`src/design/mcme_pkg.sv`:
```
// Shared types, codes and helper functions for the cursor mask expander.
// No dependencies; imported by every module of the block.
package mcme_pkg;

    // 2-bit pixel codes held in the row store
    localparam logic [1:0] CODE_T = 2'd0;   // transparent
    localparam logic [1:0] CODE_B = 2'd1;   // black
    localparam logic [1:0] CODE_W = 2'd2;   // white

    localparam logic [31:0] ARGB_CLEAR = 32'h0000_0000;
    localparam logic [31:0] ARGB_BLACK = 32'hFF00_0000;
    localparam logic [31:0] ARGB_WHITE = 32'hFFFF_FFFF;

    // shape_mode values
    localparam logic [1:0] MODE_MONO   = 2'd0;
    localparam logic [1:0] MODE_COLOR  = 2'd1;
    localparam logic [1:0] MODE_MASKED = 2'd2;

    // configuration register indexes
    localparam logic CFG_SHAPE_MODE = 1'b0;
    localparam logic CFG_ROW_BYTES  = 1'b1;

    localparam int QUEUE_DEPTH = 2;

    localparam logic [3:0] COUNT_MONO  = 4'd8;
    localparam logic [3:0] COUNT_COLOR = 4'd1;

    typedef enum logic {
        KIND_MONO,
        KIND_COLOR
    } item_kind_t;

    // one classified input item as handed from front to back
    typedef struct packed {
        item_kind_t  kind;
        logic        last;
        logic [31:0] color;  // colour modes: pixel after masking
        logic [15:0] word;   // mono: codes with in-byte left darkening applied
        logic [7:0]  inv;    // mono: inverse pixels, bit i = pixel i from the left
    } item_t;

    typedef enum logic [1:0] {
        ST_IDLE,
        ST_MONO,
        ST_FLUSH_RD,
        ST_FLUSH_OUT
    } back_state_t;

    // turn transparent codes black where the mask bit is set
    function automatic logic [15:0] fix_word(input logic [15:0] word, input logic [7:0] mask);
        logic [15:0] res;
        res = word;
        for (int i = 0; i < 8; i++) begin
            if (mask[i] && (word[2*i +: 2] == CODE_T)) begin
                res[2*i +: 2] = CODE_B;
            end
        end
        return res;
    endfunction

    function automatic logic [31:0] code_to_argb(input logic [1:0] code);
        logic [31:0] res;
        priority if (code == CODE_T) begin
            res = ARGB_CLEAR;
        end
        else if (code == CODE_B) begin
            res = ARGB_BLACK;
        end
        else begin
            res = ARGB_WHITE;
        end
        return res;
    endfunction

endpackage

```
`src/design/mcme_front.sv`:
```
// Front end: configuration registers, input handshake and item classification.
// Depends on mcme_pkg; feeds mcme_queue.
module mcme_front #(
    parameter int MAX_ROW_BYTES = 32
) (
    input  logic                                   clk,
    input  logic                                   rst_n,
    input  logic                                   cfg_valid,
    output logic                                   cfg_ready,
    input  logic                                   cfg_index,
    input  logic [5:0]                             cfg_data,
    input  logic                                   in_valid,
    output logic                                   in_stall,
    input  logic [7:0]                             and_byte,
    input  logic [7:0]                             xor_byte,
    input  logic [31:0]                            color_pixel,
    input  logic                                   last_item,
    input  logic                                   q_full,
    output logic                                   q_push,
    output mcme_pkg::item_t                        q_item,
    output logic [((MAX_ROW_BYTES > 1) ? $clog2(MAX_ROW_BYTES) : 1):0] rb
);
    import mcme_pkg::*;

    localparam int COL_W = (MAX_ROW_BYTES > 1) ? $clog2(MAX_ROW_BYTES) : 1;
    localparam int RB_W  = COL_W + 1;

    logic [1:0] shape_mode_reg, shape_mode_next;
    logic [5:0] row_bytes_reg, row_bytes_next;

    assign cfg_ready = 1'b1;

    always_comb
    begin
        shape_mode_next = shape_mode_reg;
        row_bytes_next  = row_bytes_reg;
        if (cfg_valid) begin
            unique case (cfg_index)
                CFG_SHAPE_MODE: shape_mode_next = cfg_data[1:0];
                CFG_ROW_BYTES:  row_bytes_next  = cfg_data;
            endcase
        end
    end

    always_ff @(posedge clk or negedge rst_n)
    begin
        if (!rst_n) begin
            shape_mode_reg <= MODE_MONO;
            row_bytes_reg  <= 6'd4;
        end
        else begin
            shape_mode_reg <= shape_mode_next;
            row_bytes_reg  <= row_bytes_next;
        end
    end

    // row width clamped to 1..MAX_ROW_BYTES
    always_comb
    begin
        priority if (row_bytes_reg == 6'd0) begin
            rb = RB_W'(1);
        end
        else if (row_bytes_reg > 6'(MAX_ROW_BYTES)) begin
            rb = RB_W'(MAX_ROW_BYTES);
        end
        else begin
            rb = RB_W'(row_bytes_reg);
        end
    end

    assign in_stall = q_full;
    assign q_push   = in_valid && !q_full;

    // classification
    always_comb
    begin
        logic [1:0] base [8];
        logic [7:0] inv;
        logic       a;
        logic       x;
        for (int i = 0; i < 8; i++) begin
            a       = and_byte[7 - i];
            x       = xor_byte[7 - i];
            inv[i]  = a && x;
            base[i] = x ? CODE_W : (a ? CODE_T : CODE_B);
        end
        q_item.word = '0;
        for (int i = 0; i < 8; i++) begin
            if (i < 7 && base[i] == CODE_T && inv[(i + 1) % 8]) begin
                q_item.word[2*i +: 2] = CODE_B;
            end
            else begin
                q_item.word[2*i +: 2] = base[i];
            end
        end
        q_item.inv  = inv;
        q_item.last = last_item;
        q_item.kind = (shape_mode_reg == MODE_MONO) ? KIND_MONO : KIND_COLOR;
        if (shape_mode_reg == MODE_MASKED && color_pixel[31:24] != 8'd0) begin
            q_item.color = ARGB_CLEAR;
        end
        else begin
            q_item.color = color_pixel;
        end
    end

endmodule

```
`src/design/mcme_queue.sv`:
```
// Two-entry item queue between front and back end.
// Depends on mcme_pkg for the item type.
module mcme_queue (
    input  logic            clk,
    input  logic            rst_n,
    input  logic            push,
    input  mcme_pkg::item_t push_item,
    output logic            full,
    input  logic            pop,
    output logic            pop_valid,
    output mcme_pkg::item_t pop_item
);
    import mcme_pkg::*;

    localparam int PTR_W = (QUEUE_DEPTH > 1) ? $clog2(QUEUE_DEPTH) : 1;
    localparam int CNT_W = $clog2(QUEUE_DEPTH + 1);

    item_t             entry_reg [QUEUE_DEPTH];
    logic [PTR_W-1:0]  wr_ptr_reg, wr_ptr_next;
    logic [PTR_W-1:0]  rd_ptr_reg, rd_ptr_next;
    logic [CNT_W-1:0]  count_reg, count_next;

    assign full      = (count_reg == CNT_W'(QUEUE_DEPTH));
    assign pop_valid = (count_reg != '0);
    assign pop_item  = entry_reg[rd_ptr_reg];

    always_comb
    begin
        wr_ptr_next = wr_ptr_reg;
        rd_ptr_next = rd_ptr_reg;
        count_next  = count_reg;
        if (push) begin
            wr_ptr_next = (wr_ptr_reg == PTR_W'(QUEUE_DEPTH - 1)) ? '0 : wr_ptr_reg + PTR_W'(1);
        end
        if (pop) begin
            rd_ptr_next = (rd_ptr_reg == PTR_W'(QUEUE_DEPTH - 1)) ? '0 : rd_ptr_reg + PTR_W'(1);
        end
        if (push && !pop) begin
            count_next = count_reg + CNT_W'(1);
        end
        else if (pop && !push) begin
            count_next = count_reg - CNT_W'(1);
        end
    end

    always_ff @(posedge clk)
    begin
        if (push) begin
            entry_reg[wr_ptr_reg] <= push_item;
        end
    end

    always_ff @(posedge clk or negedge rst_n)
    begin
        if (!rst_n) begin
            wr_ptr_reg <= '0;
            rd_ptr_reg <= '0;
            count_reg  <= '0;
        end
        else begin
            wr_ptr_reg <= wr_ptr_next;
            rd_ptr_reg <= rd_ptr_next;
            count_reg  <= count_next;
        end
    end

endmodule

```
`src/design/mcme_back.sv`:
```
// Back end: row store, row sequencing, end-of-image flush and output register.
// Depends on mcme_pkg; fed by mcme_queue.
module mcme_back #(
    parameter int MAX_ROW_BYTES = 32
) (
    input  logic                                   clk,
    input  logic                                   rst_n,
    input  logic                                   q_valid,
    input  mcme_pkg::item_t                        q_item,
    output logic                                   q_pop,
    input  logic [((MAX_ROW_BYTES > 1) ? $clog2(MAX_ROW_BYTES) : 1):0] rb,
    output logic                                   out_valid,
    input  logic                                   out_stall,
    output logic [7:0][31:0]                       out_pix,
    output logic [3:0]                             out_count,
    output logic                                   out_last
);
    import mcme_pkg::*;

    localparam int COL_W = (MAX_ROW_BYTES > 1) ? $clog2(MAX_ROW_BYTES) : 1;
    localparam int RB_W  = COL_W + 1;
    localparam int MEM_D = 2 * MAX_ROW_BYTES;
    localparam int AW    = $clog2(MEM_D);

    back_state_t      state_reg, state_next;
    logic [COL_W-1:0] col_reg, col_next;
    logic             first_row_reg, first_row_next;
    logic             bank_reg, bank_next;
    logic             pend_valid_reg, pend_valid_next;
    logic [15:0]      pend_word_reg, pend_word_next;
    logic [AW-1:0]    pend_addr_reg, pend_addr_next;
    item_t            cur_reg, cur_next;
    logic             byp_reg, byp_next;
    logic [15:0]      byp_word_reg, byp_word_next;
    logic             flush_prv_reg, flush_prv_next;
    logic [COL_W-1:0] fcol_reg, fcol_next;
    logic             out_valid_reg, out_valid_next;
    logic [7:0][31:0] out_pix_reg, out_pix_next;
    logic [3:0]       out_count_reg, out_count_next;
    logic             out_last_reg, out_last_next;

    logic [15:0]      row_mem [MEM_D];
    logic [15:0]      rd_data_reg;
    logic             mem_we;
    logic [AW-1:0]    mem_waddr;
    logic [15:0]      mem_wdata;
    logic             mem_re;
    logic [AW-1:0]    mem_raddr;

    logic             out_free;
    logic [AW-1:0]    cur_base;
    logic [AW-1:0]    prv_base;
    logic [AW-1:0]    addr_prv;
    logic [AW-1:0]    addr_cur;
    logic [AW-1:0]    addr_flush;
    logic [RB_W-1:0]  col_inc;
    logic [RB_W-1:0]  fcol_inc;
    logic             row_done;
    logic             flush_at_pend;
    logic [15:0]      left_word;
    logic [15:0]      top_word;
    logic [15:0]      flush_word;

    assign out_free      = !out_valid_reg || !out_stall;
    assign cur_base      = bank_reg ? AW'(MAX_ROW_BYTES) : '0;
    assign prv_base      = bank_reg ? '0 : AW'(MAX_ROW_BYTES);
    assign addr_prv      = prv_base + AW'(col_reg);
    assign addr_cur      = cur_base + AW'(col_reg);
    assign addr_flush    = (flush_prv_reg ? prv_base : cur_base) + AW'(fcol_reg);
    assign col_inc       = RB_W'(col_reg) + RB_W'(1);
    assign fcol_inc      = RB_W'(fcol_reg) + RB_W'(1);
    assign row_done      = (col_inc >= rb);
    assign flush_at_pend = !flush_prv_reg && (fcol_reg == col_reg);
    // an inverse leftmost pixel darkens the rightmost pixel of the byte to its left
    assign left_word     = fix_word(pend_word_reg, {q_item.inv[0] && (col_reg != '0), 7'd0});
    assign top_word      = fix_word(byp_reg ? byp_word_reg : rd_data_reg, cur_reg.inv);
    assign flush_word    = flush_at_pend ? pend_word_reg : rd_data_reg;

    // next state
    always_comb
    begin
        state_next = state_reg;
        unique case (state_reg)
            ST_IDLE:
            begin
                if (q_valid && q_item.kind == KIND_MONO) begin
                    state_next = ST_MONO;
                end
            end
            ST_MONO:
            begin
                if (first_row_reg || out_free) begin
                    state_next = cur_reg.last ? ST_FLUSH_RD : ST_IDLE;
                end
            end
            ST_FLUSH_RD:
            begin
                state_next = ST_FLUSH_OUT;
            end
            ST_FLUSH_OUT:
            begin
                if (out_free) begin
                    state_next = flush_at_pend ? ST_IDLE : ST_FLUSH_RD;
                end
            end
        endcase
    end

    // datapath and store control
    always_comb
    begin
        col_next        = col_reg;
        first_row_next  = first_row_reg;
        bank_next       = bank_reg;
        pend_valid_next = pend_valid_reg;
        pend_word_next  = pend_word_reg;
        pend_addr_next  = pend_addr_reg;
        cur_next        = cur_reg;
        byp_next        = byp_reg;
        byp_word_next   = byp_word_reg;
        flush_prv_next  = flush_prv_reg;
        fcol_next       = fcol_reg;
        out_valid_next  = out_valid_reg && out_stall;
        out_pix_next    = out_pix_reg;
        out_count_next  = out_count_reg;
        out_last_next   = out_last_reg;
        mem_we          = 1'b0;
        mem_waddr       = addr_prv;
        mem_wdata       = top_word;
        mem_re          = 1'b0;
        mem_raddr       = addr_prv;
        q_pop           = 1'b0;

        unique case (state_reg)
            ST_IDLE:
            begin
                if (q_valid) begin
                    if (q_item.kind == KIND_COLOR) begin
                        if (out_free) begin
                            q_pop          = 1'b1;
                            out_valid_next = 1'b1;
                            out_pix_next   = '0;
                            out_pix_next[0] = q_item.color;
                            out_count_next = COUNT_COLOR;
                            out_last_next  = q_item.last;
                            if (q_item.last) begin
                                col_next       = '0;
                                first_row_next = 1'b1;
                                bank_next      = 1'b0;
                            end
                        end
                    end
                    else begin
                        // read the byte above; retire the held byte to its left
                        q_pop    = 1'b1;
                        cur_next = q_item;
                        mem_re   = 1'b1;
                        if (pend_valid_reg) begin
                            mem_we    = 1'b1;
                            mem_waddr = pend_addr_reg;
                            mem_wdata = left_word;
                        end
                        pend_valid_next = 1'b0;
                        byp_next        = pend_valid_reg && (pend_addr_reg == addr_prv);
                        byp_word_next   = left_word;
                    end
                end
            end
            ST_MONO:
            begin
                if (first_row_reg || out_free) begin
                    if (!first_row_reg) begin
                        mem_we         = 1'b1;
                        out_valid_next = 1'b1;
                        out_count_next = COUNT_MONO;
                        out_last_next  = 1'b0;
                        for (int i = 0; i < 8; i++) begin
                            out_pix_next[i] = code_to_argb(top_word[2*i +: 2]);
                        end
                    end
                    pend_valid_next = 1'b1;
                    pend_word_next  = cur_reg.word;
                    pend_addr_next  = addr_cur;
                    if (cur_reg.last) begin
                        if (!first_row_reg && !row_done) begin
                            flush_prv_next = 1'b1;
                            fcol_next      = COL_W'(col_inc);
                        end
                        else begin
                            flush_prv_next = 1'b0;
                            fcol_next      = '0;
                        end
                    end
                    else if (row_done) begin
                        col_next       = '0;
                        first_row_next = 1'b0;
                        bank_next      = ~bank_reg;
                    end
                    else begin
                        col_next = COL_W'(col_inc);
                    end
                end
            end
            ST_FLUSH_RD:
            begin
                mem_re    = 1'b1;
                mem_raddr = addr_flush;
            end
            ST_FLUSH_OUT:
            begin
                if (out_free) begin
                    out_valid_next = 1'b1;
                    out_count_next = COUNT_MONO;
                    out_last_next  = flush_at_pend;
                    for (int i = 0; i < 8; i++) begin
                        out_pix_next[i] = code_to_argb(flush_word[2*i +: 2]);
                    end
                    if (flush_prv_reg) begin
                        if (fcol_inc >= rb) begin
                            flush_prv_next = 1'b0;
                            fcol_next      = '0;
                        end
                        else begin
                            fcol_next = COL_W'(fcol_inc);
                        end
                    end
                    else if (flush_at_pend) begin
                        mem_we          = 1'b1;
                        mem_waddr       = pend_addr_reg;
                        mem_wdata       = pend_word_reg;
                        pend_valid_next = 1'b0;
                        col_next        = '0;
                        first_row_next  = 1'b1;
                        bank_next       = 1'b0;
                    end
                    else begin
                        fcol_next = COL_W'(fcol_inc);
                    end
                end
            end
        endcase
    end

    always_ff @(posedge clk)
    begin
        if (mem_we) begin
            row_mem[mem_waddr] <= mem_wdata;
        end
        if (mem_re) begin
            rd_data_reg <= row_mem[mem_raddr];
        end
    end

    // payload registers
    always_ff @(posedge clk)
    begin
        pend_word_reg <= pend_word_next;
        pend_addr_reg <= pend_addr_next;
        cur_reg       <= cur_next;
        byp_word_reg  <= byp_word_next;
        out_pix_reg   <= out_pix_next;
        out_count_reg <= out_count_next;
        out_last_reg  <= out_last_next;
    end

    always_ff @(posedge clk or negedge rst_n)
    begin
        if (!rst_n) begin
            state_reg      <= ST_IDLE;
            col_reg        <= '0;
            first_row_reg  <= 1'b1;
            bank_reg       <= 1'b0;
            pend_valid_reg <= 1'b0;
            byp_reg        <= 1'b0;
            flush_prv_reg  <= 1'b0;
            fcol_reg       <= '0;
            out_valid_reg  <= 1'b0;
        end
        else begin
            state_reg      <= state_next;
            col_reg        <= col_next;
            first_row_reg  <= first_row_next;
            bank_reg       <= bank_next;
            pend_valid_reg <= pend_valid_next;
            byp_reg        <= byp_next;
            flush_prv_reg  <= flush_prv_next;
            fcol_reg       <= fcol_next;
            out_valid_reg  <= out_valid_next;
        end
    end

    assign out_valid = out_valid_reg;
    assign out_pix   = out_pix_reg;
    assign out_count = out_count_reg;
    assign out_last  = out_last_reg;

endmodule

```
`src/design/mono_cursor_mask_expand.sv`:
```
// mono_cursor_mask_expand: pointer shape to 32-bit ARGB expander (top level).
// Depends on mcme_pkg, mcme_front, mcme_queue and mcme_back.
//
// Input channel (in_valid / in_stall): one transfer per mask byte pair or colour
// pixel; last_item marks the end of the image. Output channel (out_valid /
// out_stall): one transfer per result, eight pixels in monochrome mode with
// pixel_count 8, one pixel in pixel_a with pixel_count 1 in the colour modes.
// Config channel (cfg_valid / cfg_ready, always ready): index 0 shape_mode,
// index 1 row_bytes; write only while the block is idle.
// In the back end a colour item goes straight to the output register; a
// monochrome byte takes a read of the row store, then the update of the byte
// above and its release, before the next item is taken. On last_item in
// monochrome mode the rest of the image is flushed from the row store, each
// result by a read then an output step, up to row_bytes results. Input items
// reach the output through the two-entry queue and the output register.
// Reset empties the queue and output register, selects monochrome mode with
// 4 bytes per row and starts a fresh image; the row store is not cleared.
// A stalled output holds its result; the back end waits while the queue keeps
// taking input until full, after which in_stall is raised.
module mono_cursor_mask_expand #(
    parameter int MAX_ROW_BYTES = 32
) (
    input  logic        clk,
    input  logic        rst_n,
    input  logic        cfg_valid,
    output logic        cfg_ready,
    input  logic        cfg_index,
    input  logic [5:0]  cfg_data,
    input  logic        in_valid,
    output logic        in_stall,
    input  logic [7:0]  and_byte,
    input  logic [7:0]  xor_byte,
    input  logic [31:0] color_pixel,
    input  logic        last_item,
    output logic        out_valid,
    input  logic        out_stall,
    output logic [31:0] pixel_a,
    output logic [31:0] pixel_b,
    output logic [31:0] pixel_c,
    output logic [31:0] pixel_d,
    output logic [31:0] pixel_e,
    output logic [31:0] pixel_f,
    output logic [31:0] pixel_g,
    output logic [31:0] pixel_h,
    output logic [3:0]  pixel_count,
    output logic        last_result
);
    import mcme_pkg::*;

    localparam int COL_W = (MAX_ROW_BYTES > 1) ? $clog2(MAX_ROW_BYTES) : 1;
    localparam int RB_W  = COL_W + 1;

    item_t            push_item;
    item_t            pop_item;
    logic             q_push;
    logic             q_full;
    logic             q_valid;
    logic             q_pop;
    logic [RB_W-1:0]  rb;
    logic [7:0][31:0] out_pix;

    // front end: config registers, handshake and classification
    mcme_front #(
        .MAX_ROW_BYTES (MAX_ROW_BYTES)
    ) u_front (
        .clk         (clk),
        .rst_n       (rst_n),
        .cfg_valid   (cfg_valid),
        .cfg_ready   (cfg_ready),
        .cfg_index   (cfg_index),
        .cfg_data    (cfg_data),
        .in_valid    (in_valid),
        .in_stall    (in_stall),
        .and_byte    (and_byte),
        .xor_byte    (xor_byte),
        .color_pixel (color_pixel),
        .last_item   (last_item),
        .q_full      (q_full),
        .q_push      (q_push),
        .q_item      (push_item),
        .rb          (rb)
    );

    // decouples input acceptance from the row sequencer
    mcme_queue u_queue (
        .clk       (clk),
        .rst_n     (rst_n),
        .push      (q_push),
        .push_item (push_item),
        .full      (q_full),
        .pop       (q_pop),
        .pop_valid (q_valid),
        .pop_item  (pop_item)
    );

    // back end: row store, flush and output register
    mcme_back #(
        .MAX_ROW_BYTES (MAX_ROW_BYTES)
    ) u_back (
        .clk       (clk),
        .rst_n     (rst_n),
        .q_valid   (q_valid),
        .q_item    (pop_item),
        .q_pop     (q_pop),
        .rb        (rb),
        .out_valid (out_valid),
        .out_stall (out_stall),
        .out_pix   (out_pix),
        .out_count (pixel_count),
        .out_last  (last_result)
    );

    assign pixel_a = out_pix[0];
    assign pixel_b = out_pix[1];
    assign pixel_c = out_pix[2];
    assign pixel_d = out_pix[3];
    assign pixel_e = out_pix[4];
    assign pixel_f = out_pix[5];
    assign pixel_g = out_pix[6];
    assign pixel_h = out_pix[7];

endmodule
```
`config.mk`:
```
export PLATFORM = sky130hd
export DESIGN_NAME = mono_cursor_mask_expand
export DESIGN_NICKNAME = d
export VERILOG_FILES = /design/src/design/mcme_pkg.sv /design/src/design/mcme_front.sv /design/src/design/mcme_queue.sv /design/src/design/mcme_back.sv /design/src/design/mono_cursor_mask_expand.sv
export SDC_FILE = /design/constraint.sdc
export NUM_CORES = 2
export LEC_CHECK = 0
export BUFFER_PORTS_ARGS = -buffer_cell sky130_fd_sc_hd__buf_2
export CORE_ASPECT_RATIO = 0.7
export CORE_MARGIN = 1
export CORE_UTILIZATION = 30
export CTS_CLUSTER_SIZE = 25
export DETAILED_ROUTE_END_ITERATION = 8
export PLACE_DENSITY = 0.43
export SYNTH_ARGS = -nofsm -noshare
export SYNTH_HDL_FRONTEND = slang
export SYNTH_SLANG_ARGS = --single-unit
```
`constraint.sdc`:
```
create_clock -name clk -period 8.2 [get_ports clk]
set_clock_uncertainty 0.15 [all_clocks]
set_input_delay 1.64 -clock clk [delete_from_list [all_inputs] [get_ports clk]]
set_output_delay 1.64 -clock clk [all_outputs]
set_load 0.1 [all_outputs]
```
Word-level counts from Yosys, hierarchy flattened
Memories as Yosys holds them, arrays and structs flattened. A register that Yosys moved wholly into a read port is not among the register bits.
Index checks and enable logic that the tools add are counted.
{"block": "op_classes", "n_reduce_logical": 96, "n_addsub": 9, "eq_ne": 38, "magnitude_cmp": 3, "n_bitwise": 3, "mux": 197}
{"operator": "$mux 256", "n": 6}
{"operator": "$pmux 256 s3", "n": 1}
{"operator": "$mux 32", "n": 17}
{"operator": "$mux 24", "n": 16}
{"operator": "$mux 16", "n": 8}
{"operator": "$mux 5", "n": 17}
{"operator": "$mux 6", "n": 12}
{"operator": "$mux 1", "n": 69}
{"operator": "$logic_not 2->1", "n": 34}
{"operator": "$mux 2", "n": 31}
{"operator": "$eq 2x1->1 const B", "n": 17}
{"operator": "$logic_and 1x1->1", "n": 34}
{"operator": "$pmux 16 s2", "n": 1}
{"operator": "$mux 4", "n": 6}
{"operator": "$ne 2x1->1 const B", "n": 10}
{"operator": "$add 6x5->6", "n": 3}
{"operator": "$pmux 1 s3", "n": 6}
{"operator": "$pmux 5 s3", "n": 1}
{"operator": "$reduce_and 7->1", "n": 2}
{"operator": "$add 5x1->6 const B", "n": 2}
{"operator": "$ge 6x6->1", "n": 2}
{"operator": "$pmux 4 s3", "n": 1}
{"operator": "$pmux 6 s2", "n": 1}
{"operator": "$reduce_and 11->1", "n": 1}
{"operator": "25 further kinds", "n": 48}
{"block": "word_totals", "output_inout_bits": 264, "ramBits": 1140, "n_memories": 2, "regBits": 354, "in_bits": 61, "wordCells": 378}
{"memory": "u_back.row_mem", "depth": 64, "width": 16, "rd": 1, "rd_clocked_by_memory_dff": 1, "write_ports": 1, "line_no": "mcme_back.sv:42", "text": "logic [15:0] row_mem [MEM_D];"}
{"memory": "u_queue.entry_reg", "depth": 2, "width": 58, "rd": 1, "rd_clocked_by_memory_dff": 0, "write_ports": 1, "line_no": "mcme_queue.sv:18", "text": "item_t entry_reg [QUEUE_DEPTH];"}

Longest topological paths before layout
{"block": "depth", "ltp_word": 10, "depth_mapped": 12, "mapped_depth_nobuf": 11}

Hierarchy
A second synthesis with hierarchy kept.
{"block": "hier_totals", "cells_unflattened": 3513, "hier_area_um2": 53466.3}
{"mod": "mcme_back", "area_each_um2": 48233.8, "seq_area_each_um2": 35044.9, "n_inst": 1, "cells_each": 3215}
{"mod": "mcme_queue", "area_each_um2": 4420.5, "seq_area_each_um2": 3583.4, "n_inst": 1, "cells_each": 197}
{"mod": "mcme_front", "area_each_um2": 812.0, "seq_area_each_um2": 201.4, "n_inst": 1, "cells_each": 101}

Least setup slack after synthesis
Ideal clock, no wire load.
{"block": "synth_timing", "path_type": "input port to flip-flop", "startpoint": "input port out_stall", "endpoint": "register u_back.out_count_reg[0] (netlist: u_back.out_count[0]), enable pin", "path_slack_ns": 1.596, "setup_time_ns": 0.529, "required_ns": 7.521, "path_buffers": 1, "stages": 5, "t_arrival_ns": 5.925, "path_cell_list": "and2_1 -> clkbuf_1 -> o21ai_0 -> a21oi_1 -> a211oi_1"}
{"block": "synth_via", "elab_chain_cells": 5, "word_cells_on_any_way": 7, "cone_classes": "eq/ne: 3; reduce/logical: 4"}
{"item": "start, declared", "line_no": "mono_cursor_mask_expand.sv:36", "text": "input logic out_stall,"}
{"item": "$logic_not 1->1 (*)", "line_no": "mcme_back.sv:64", "text": "assign out_free = !out_valid_reg || !out_stall;"}
{"item": "$logic_or 1x1->1 (*)", "line_no": "mcme_back.sv:64"}
{"item": "$logic_or 1x1->1", "line_no": "mcme_back.sv:171", "text": "if (first_row_reg || out_free) begin"}
{"item": "$ne 2x1->1 (no source line)"}
{"item": "$reduce_and 7->1 (no source line) (*)"}
{"item": "end signal, assigned", "line_no": "mcme_back.sv:262", "text": "out_count_reg <= out_count_next;"}
{"item": "end, declared", "line_no": "mcme_back.sv:39", "text": "logic [3:0] out_count_reg, out_count_next;"}
Mark *: on every way between the ends. The rest lies on a longest branch, timed or not.
A chain may end at the register's enable or synchronous reset.

Worst setup path in the final report
{"block": "layout_timing", "startpoint": "register u_back.col_reg[0]", "endpoint": "memory u_back.row_mem[19][11], enable pin"}
{"block": "layout_via", "elab_chain_cells": 8, "word_cells_on_any_way": 16, "cone_classes": "add/sub: 1; eq/ne: 1; mux: 13; reduce/logical: 1"}
{"item": "start, declared", "line_no": "mcme_back.sv:26", "text": "logic [COL_W-1:0] col_reg, col_next;"}
{"item": "start signal, assigned", "line_no": "mcme_back.sv:281", "text": "col_reg <= col_next;"}
{"item": "branches (longest 8 deep; another with $add 6x5->6)"}
{"item": "end, declared", "line_no": "mcme_back.sv:42"}
Several ways; the timed one is not identified.

==> qor.yml <==
rsz0062_at_grt: "no"
first_pass_iters: 6
die_w_um: 507
cts_sinks: 1298
area_growth_pct: 13.9
synth_warnings: 0
ys_ff_latch: 1298
drt_wl_total_mm: 155
postRouteAntennaNets: 0
status: "completed"
clk_pin_slew_worst_paths_ns: 0.06
synth_commonest_cells: "edfxtp_1, nand2_1, nand3_1"
cts_tree: "done"
overflow: 0
wl_per_cell_um: 23.4
crit_end: "u_back.row_mem[19][11]"
crit_type: "flip-flop to flip-flop"
antenna_found_initial: 9
synth.most_common_cell: "edfxtp_1"
grt_pass1_vias: 30254
yosys.area.top_type: "edfxtp_1"
dp_hpwl_mm: 92.0
worstSetupStartpoint: "u_back.col_reg[0]"
place_congestion: 0.823
endpoint_kind: "flip-flop"
cp.required_ns: 8.43
nNetsFinal: 4235
finalSetupViolations: 0
fmax_mhz: 184
drive_gt1_share_pct: 17.1
h-tree-depth: 4
core_area_mm2: 0.177
hp-start: "u_back.cur_reg[10]"
grt_start_max_net_pins: 160
row_count: 129
r2r-start: "u_back.col_reg[0]"
insertion_delay_ns: 0.78
cts-root-buf: "clkbuf_16"
synth-edff-count: 1268
cp-start-kind: "flip-flop"
tightest_slew_ns: 1.29
clockBufferDepth: 3
cts_buffers: 136
avgSynthCellArea_um2: 13.2
min_period_ns: 5.43
hold_violations: 0
rr_worst_depth: 7
drt_iter0_drc: 3226
postCtsSetupBuffers: 0
ys.flop_type: "edfxtp_1"
cts-resized-gates: 0
maxCapViolCount: 0
die_area_mm2: 0.180
worstHoldPathCells: 0
syn_inst: 4055
grt_pass1_wl_mm: 221
synthTopCellsByArea: "edfxtp_1, nand2_1, nand3_1"
period_share_pct: 66.2
vias: 32436
grt_usage_pct: 16.8
r2r_end: "u_back.row_mem[19][11]"
hold_buffers: 0
maxSlewViolCount: 0
start_util_pct: 30.3
tns_ns: 0
drcViolationCount: 0
synth_seq_area_share_pct: 72.5
ios: 325
synth-async-reset-ratio_pct: 2.31
viasPerCell: 4.90
largest_reg_flops: 1024
synth_cell_type_count: 78
fillCellCount: 17392
crit_arrival_ns: 5.65
hp-class: "flip-flop to flip-flop"
synth.top_cell.area_share_pct: 71.1
port-buffer-count: 321
slew_headroom_pct: 13.3
dieHeight_um: 355
netlist_area_mm2: 0.0535
r2r_setup_slack_ns: 2.77
critPathMaxFanout: 18
worst max-delay path, stage by stage (launching register included):
cell and delay (ns):
dfrtp_1 0.82, xnor2_1 0.26, and2_0 0.34, a31oi_1 0.42, nor2_1 0.27, o21ai_1 0.61
nand3_1 1.02, nor2_2 1.11
routing by layer:
metal | share of wire (%) | track usage (%) | up-vias | wire, µm
met4 | 1.6 | 3.88 | 0 | 2520
met5 | 0 | 0 | - | 0
li1 | - | - | 14879 | -
met3 | 5.8 | 2.84 | 171 | 9000
met2 | 42 | 23.4 | 917 | 65400
met1 | 50 | 26.7 | 16469 | 77900
area by class of cell:
cell class	count	area (µm²)	area share, %
diodes	1	2.50	0.00410
clock buffers	172	3580	5.87
clock inverters	71	639	1.05
inverters	46	173	0.283
multi-input cells	2262	12400	20.3
flip-flops and latches	1298	38800	63.7
well taps	2358	2950	4.84
repair buffers	410	2400	3.94
layout by cell type, fill, tap and decap left out, types with 9 or more instances in the layout:
cell / netlist / final
edfxtp_1: 1268 / 1268
nand2_1: 987 / 987
nand3_1: 400 / 400
buf_2: 4 / 321
clkbuf_16: 0 / 137
o21ai_0: 138 / 132
nand4_1: 130 / 130
mux2i_1: 105 / 103
buf_4: 213 / 79
a32oi_1: 66 / 66
nor2_1: 80 / 46
inv_1: 45 / 45
a21oi_1: 38 / 37
mux2_2: 35 / 34
clkinv_1: 1 / 34
a22oi_1: 34 / 34
clkbuf_1: 199 / 33
nor2_2: 0 / 32
nor2b_1: 28 / 28
dfrtp_1: 28 / 27
ha_1: 20 / 20
nor3_2: 4 / 14
xnor2_1: 12 / 12
clkinv_2: 0 / 12
xor2_1: 11 / 11
and2_1: 11 / 11
a22o_2: 0 / 11
nor3_1: 22 / 10
buf_12: 0 / 10
a211oi_1: 10 / 9
through the flow:
step	utilization, %	setup WS [ns]	cell area, µm²	std cells	hold slack (ns)
6_report	34.5	2.77	61000	6618	0.273
5_1_grt	34.5	2.60	61000	6618	0.272
4_1_cts	34.5	2.87	61000	6616	0.272
3_5_place_dp	32.1	2.42	56700	6373	0.257
3_3_place_gp	32.1	2.47	56700	6373	0.254
2_1_floorplan	-	1.60	53500	4056	0.250
logic make-up (layout without fill, tap and decap cells):
| family | Yosys count | in the layout | synth area share [%] |
|---|---|---|---|
| AND/OR/NAND/NOR | 1700 | 1700 | 14.0 |
| multiplexers | 140 | 140 | 2.70 |
| other | 2 | 4 | 0.0140 |
| flip-flops | 1298 | 1298 | 72.5 |
| AO/OA/AOI/OAI | 376 | 376 | 4.87 |
| buffers and inverters | 496 | 699 | 5.02 |
| adder cells (fa/ha/maj) | 20 | 20 | 0.467 |
| XOR/XNOR | 23 | 23 | 0.376 |
how the worst min path moves through the flow:
stage | endpoint
after global placement | u_back.pend_word_reg[11]
final | u_back.pend_word_reg[2]
after CTS | u_back.pend_word_reg[14]
after global routing | u_back.pend_word_reg[14]
after floorplan | u_back.pend_word_reg[0]
after detailed placement | u_back.pend_word_reg[6]
Power is left out: the tool's default activity adds up to more than one toggle a clock period on the data nets, which glitch-free logic cannot reach.
